### src/hw/rtl/fcpa_pkg.sv
// ----------------------------------------------------------------------------
// fcpa_pkg
// Shared types, codes and defaults for the fixed chunk pool allocator.
// ----------------------------------------------------------------------------
package fcpa_pkg;

	localparam int unsigned MAX_CHUNKS_DEF = 256;
	localparam int unsigned NODE_BYTES_DEF = 4;

	localparam int unsigned ADDR_W       = 32;
	localparam int unsigned CFG_W        = 32;
	localparam int unsigned CHUNK_REQ_W  = 16;
	localparam int unsigned CHUNK_W      = 17;
	localparam int unsigned ALIGN_W      = 4;
	localparam int unsigned FREE_COUNT_W = 9;
	localparam int unsigned REG_IDX_W    = 2;

	localparam logic [CHUNK_REQ_W-1:0] CHUNK_REQ_RST = 16'd8;
	localparam logic [ALIGN_W-1:0]     ALIGN_RST     = 4'd3;

	typedef enum logic [1:0] {
		CMD_ALLOC   = 2'd0,
		CMD_FREE    = 2'd1,
		CMD_REBUILD = 2'd2,
		CMD_NOP     = 2'd3
	} cmd_t;

	typedef enum logic [2:0] {
		ST_OK     = 3'd0,
		ST_EMPTY  = 3'd1,
		ST_BOUNDS = 3'd2,
		ST_NULL   = 3'd3,
		ST_FAULT  = 3'd4
	} status_t;

	typedef enum logic [REG_IDX_W-1:0] {
		REG_BASE   = 2'd0,
		REG_LENGTH = 2'd1,
		REG_CHUNK  = 2'd2,
		REG_ALIGN  = 2'd3
	} reg_idx_t;

	// controller -> datapath commands
	typedef struct packed {
		logic accept_op;      // alloc / free / nop taken this cycle
		logic accept_rebuild; // rebuild taken this cycle
		logic prep;           // register aligned geometry
		logic check;          // validate geometry
		logic load;           // set up the walk
		logic walk;           // push one chunk
	} fcpa_ctl_t;

	// datapath -> controller status
	typedef struct packed {
		logic cfg_bad;
		logic walk_done;
	} fcpa_sts_t;

endpackage

### src/hw/rtl/fcpa_ctrl.sv
// ----------------------------------------------------------------------------
// fcpa_ctrl
// Sequencer for the pool allocator: alloc, free and nop ops and the rebuild walk.
// ----------------------------------------------------------------------------
module fcpa_ctrl
	import fcpa_pkg::*;
(
	input  logic       clk,
	input  logic       arst_n,
	input  logic       start,
	input  logic [1:0] cmd,
	input  fcpa_sts_t  sts,
	output fcpa_ctl_t  ctl,
	output logic       busy
);

	typedef enum logic [2:0] {
		S_IDLE,
		S_PREP,
		S_CHECK,
		S_LOAD,
		S_WALK
	} state_t;

	state_t state_q;

	logic take;

	assign take = start && (state_q == S_IDLE);
	assign busy = (state_q != S_IDLE);

	always_comb begin
		ctl                = '0;
		ctl.accept_op      = take && (cmd_t'(cmd) != CMD_REBUILD);
		ctl.accept_rebuild = take && (cmd_t'(cmd) == CMD_REBUILD);
		ctl.prep           = (state_q == S_PREP);
		ctl.check          = (state_q == S_CHECK);
		ctl.load           = (state_q == S_LOAD);
		ctl.walk           = (state_q == S_WALK);
	end

	always_ff @(posedge clk or negedge arst_n) begin
		if (!arst_n) begin
			state_q <= S_IDLE;
		end else begin
			case (state_q)
				S_IDLE: begin
					if (ctl.accept_rebuild) state_q <= S_PREP;
				end
				S_PREP: begin
					state_q <= S_CHECK;
				end
				S_CHECK: begin
					state_q <= sts.cfg_bad ? S_IDLE : S_LOAD;
				end
				S_LOAD: begin
					state_q <= S_WALK;
				end
				S_WALK: begin
					if (sts.walk_done) state_q <= S_IDLE;
				end
				default: begin
					state_q <= S_IDLE;
				end
			endcase
		end
	end

endmodule

### config.mk
export PLATFORM = sky130hd
export DESIGN_NAME = fcpa_ctrl
export DESIGN_NICKNAME = d
export VERILOG_FILES = /design/src/hw/rtl/fcpa_pkg.sv /design/src/hw/rtl/fcpa_ctrl.sv
export SDC_FILE = /design/constraint.sdc
export NUM_CORES = 1
export LEC_CHECK = 0
export BUFFER_PORTS_ARGS = -buffer_cell sky130_fd_sc_hd__buf_4
export CAP_MARGIN = 20
export CORE_AREA = 2 2 39 41
export CTS_CLUSTER_DIAMETER = 120
export DETAILED_ROUTE_END_ITERATION = 12
export DIE_AREA = 0 0 41 43
export MAX_ROUTING_LAYER = met4
export PLACE_DENSITY = 0.48
export SLEW_MARGIN = 30
export SYNTH_ARGS = -nofsm -noshare
export SYNTH_HDL_FRONTEND = slang
export SYNTH_SLANG_ARGS = --single-unit
### constraint.sdc
create_clock -name clk -period 1.7 [get_ports clk]
set_clock_uncertainty 0.05 [all_clocks]
set_input_delay 0.085 -clock clk [delete_from_list [all_inputs] [get_ports clk]]
set_output_delay 0.085 -clock clk [all_outputs]
set_load 0.005 [all_outputs]
Word-level counts from Yosys, hierarchy flattened:

Index checks and enable logic that the tools add are counted.

* eq/ne operators: 8
* mux-type cells: 4
* reductions and logical operators: 6

Operators by type and width (count)
* one-hot mux 3 bit (5 select lines): 1
* equality test 3 x 2 -> 1 bit (second input constant): 2
* two-way mux 3 bit: 2
* inequality test 2 bit (second input constant): 3
* equality test 3 x 1 -> 1 bit (second input constant): 1
* equality test 3 bit (second input constant): 1
* logical AND 1 bit: 3
* logical NOT 3 bit: 1
* nonzero test 3 bit: 1
* equality test 2 bit (second input constant): 1
* two-way mux 2 bit: 1
* AND reduction 2 bit: 1

* register bits after elaboration: 3
* input bits: 7

Depth between registers and ports, before layout:

* word-level depth: 5
* gate-level depth with buffers: 2
* depth with buffers taken out: 2

Worst setup path after synthesis:

OpenSTA, ideal clock, no wires.

* path kind: flip-flop to output port
* start point: register state_q[2]
* end point: output port ctl[4] (netlist bit)
* arrival time: 1.153 ns
* data required time: 1.565 ns
* slack: 0.412 ns
* cell stages (with the launch flop): 3
* path buffers: 0
* cells stage by stage: dfrtp_1 -> or4b_4 -> nor3b_2

RTL lines
* from (decl): RTL line fcpa_ctrl.sv:25 `state_t state_q;`
* from (signal assigned): RTL line fcpa_ctrl.sv:54 `state_q <= sts.cfg_bad ? S_IDLE : S_LOAD;`
* to (decl): RTL line fcpa_ctrl.sv:13 `output fcpa_ctl_t ctl,`

==> metrics <==
setup TNS 0 ns; Biggest register state_q; switching pwr roughly 160 uW; CP required about 1.6 ns; final hold violation count 0; htree depth 1; Final #Nets between 40 and 50; Critical Path AT 1.48 ns; Yosys Warn Count 0; fin crit share 0.951; CTS Buf Count 3; 1st-pass router iterations 1; Post-Syn Nets 27; ratio of cells with drive above 1 in the final layout 0.561; pin count of the biggest net entering global routing 10; clk_lat worst skew approximately 0.23 ns; Mean Syn Cell Area roughly 11 um2; wire length of the first global-routing pass just over 900 um; post-synthesis sequential area ratio 0.355; final wirelength between 500 and 600 um; row cnt 14; worst-path fanout max 2; fmax 619 MHz; initial antenna violation count 0; Core Area about 1400 um2; final worst-path setup slack ~0.084 ns; clock share of power 0.252; number of global-route vias before repair between 200 and 250; total grt overflow 0; setup repair bufs after CTS 0; Final Cell Area between 300 and 400 um2; final cell utilization of the core 0.280; Vias/cell roughly 4.1; max_cap viols 0; CTS tree yes; pre-CTS setup slack approximately 0.35 ns; total power just over 500 uW; final setup violating endpoints 0; max reg flops 3; post-synth design cell area between 200 and 250 um2; PortBufs 13; Startpoint Class flip-flop; time the worst path needs with I/O delays and setup 1.62 ns; Iteration-0 DRC Markers 0; cells after synthesis 20; internal power between 300 and 400 uW; CTS-repair resized insts 0; kind of critical path reg2out; synthesized flop and latch total 3; Antenna Nets Post-Route 0; Worst-path clk slew roughly 0.04 ns; # DRC 0; CTS Buffer Depth 2; Initial Util 0.153; Die H between 40 and 50 um; gr usage total 0.0814; Top Registers state_q x3; status finished, final reports clean; Sink Count 3; slew margin rel. 0.884; DIE WIDTH between 40 and 50 um; Logic pwr share 0.536; Flop pwr share 0.212; clk root buf clkbuf_4; Area after DPL approximately 350 um2; Worst-Margin Slew roughly 0.17 ns; VDD IR max between 0.5 and 0.6 mV; I/O pin count 14; Antenna diodes 0; RSZ-0062 raised after global routing no; Die Area approximately 1800 um2; PwrDens ~1300 nW/um2; LEAKAGE around 0.00020 uW; Slew Viols, Final 0; synthesis-to-layout area growth 83.4%; routed vias between 200 and 250; Hold Path Class in2reg; CP endpoint kind output pin; switching share of power 0.316; synth unique cells 14; Routed WL per cell 10.1 um; GPL Wtd Cong 0.723
-- worst max-delay path, stage by stage, from the launching register on --
cell and delay, ns:
dfrtp_1 0.38, or4b_4 0.55, nor3b_2 0.18, buf_4 0.13
-- through the flow --
| stage | hold WS, ns | instances |
|---|---|---|
| 6_report | 0.0781 | 57 |
| 3_3_place_gp | -0.171 | 52 |
| 2_1_floorplan | -0.261 | 20 |
| 3_5_place_dp | -0.171 | 52 |
| 5_1_grt | 0.0885 | 57 |
| 4_1_cts | 0.0648 | 57 |
-- final timing paths --
path,startpoint,end,slack [ns],cells past startpoint
min,sts[1],state_q[0],0.08,3
max reg2reg,state_q[0],state_q[1],0.53,3
max in group asynchronous,arst_n,state_q[0],1.37,2
min reg2reg,state_q[0],state_q[0],0.54,2
min in group asynchronous,arst_n,state_q[2],0.13,2
max,state_q[2],ctl[4],0.08,3
-- power by group through the flow --
stage               clock network (uW)  registers (uW)  logic, uW
floorplan                            0             130        101
global placement                     0             108        274
detailed placement                   0             108        270
CTS                                134             107        274
global route                       135             110        303
finish                             127             107        271
-- cell usage after synthesis, drive strengths merged --
| master | count | area (um2) |
|---|---|---|
| inv | 2 | 7.51 |
| and3b | 1 | 10.0 |
| a21oi | 2 | 10.0 |
| or2b | 1 | 7.51 |
| dfrtp | 3 | 75.1 |
| or3b | 1 | 8.76 |
| or3 | 1 | 6.26 |
| nor3b | 4 | 40.0 |
| or4b | 1 | 13.8 |
| nand2b | 1 | 6.26 |
| a21o | 1 | 7.51 |
| a211oi | 1 | 7.51 |
| nand4bb | 1 | 11.3 |
-- cell type report --
cell class	instances	area, um2
Clock buffer	4	26.3
Sequential cell	3	75.1
Inverter	2	7.51
Multi-Input combinational cell	15	129
Tap cell	16	20.0
Timing Repair Buffer	17	130
Fill cell	141	996
-- per-layer routing --
| layer | wire length [um] | up-vias | share of wire | global-route usage |
|---|---|---|---|---|
| met5 | 0 | - | 0 | - |
| met3 | 88 | 0 | 0.15 | 0.0628 |
| met1 | 286 | 105 | 0.49 | 0.113 |
| met4 | 0 | 0 | 0 | 0.0200 |
| li1 | - | 115 | - | - |
| met2 | 203 | 16 | 0.35 | 0.0906 |
-- what timing repair did --
| item | 4_1_cts | 5_1_grt |
|---|---|---|
| endpoints found under the setup margin | 0 | 0 |
| hold endpoints to repair | 3 | 0 |
| hold buffers | 1 | 0 |
-- logic make-up after synthesis --
logic type             count (synthesis)  share of synthesized area
AO/OA/AOI/OAI                          4                      0.118
flip-flops                             3                      0.355
AND/OR/NAND/NOR                       11                      0.491
buffers and inverters                  2                     0.0355
-- layout by cell type (no fill, tap or decap), drive strengths merged --
cell type	instances
nand4bb	1
buf	16
nand2b	1
or2b	1
dfrtp	3
a21o	1
or4b	1
or3b	1
dlygate4sd3	1
a21oi	2
and3b	1
inv	2
nor3b	4
clkbuf	4
a211oi	1
or3	1
No activity file was read; power rests on OpenSTA's default activity.
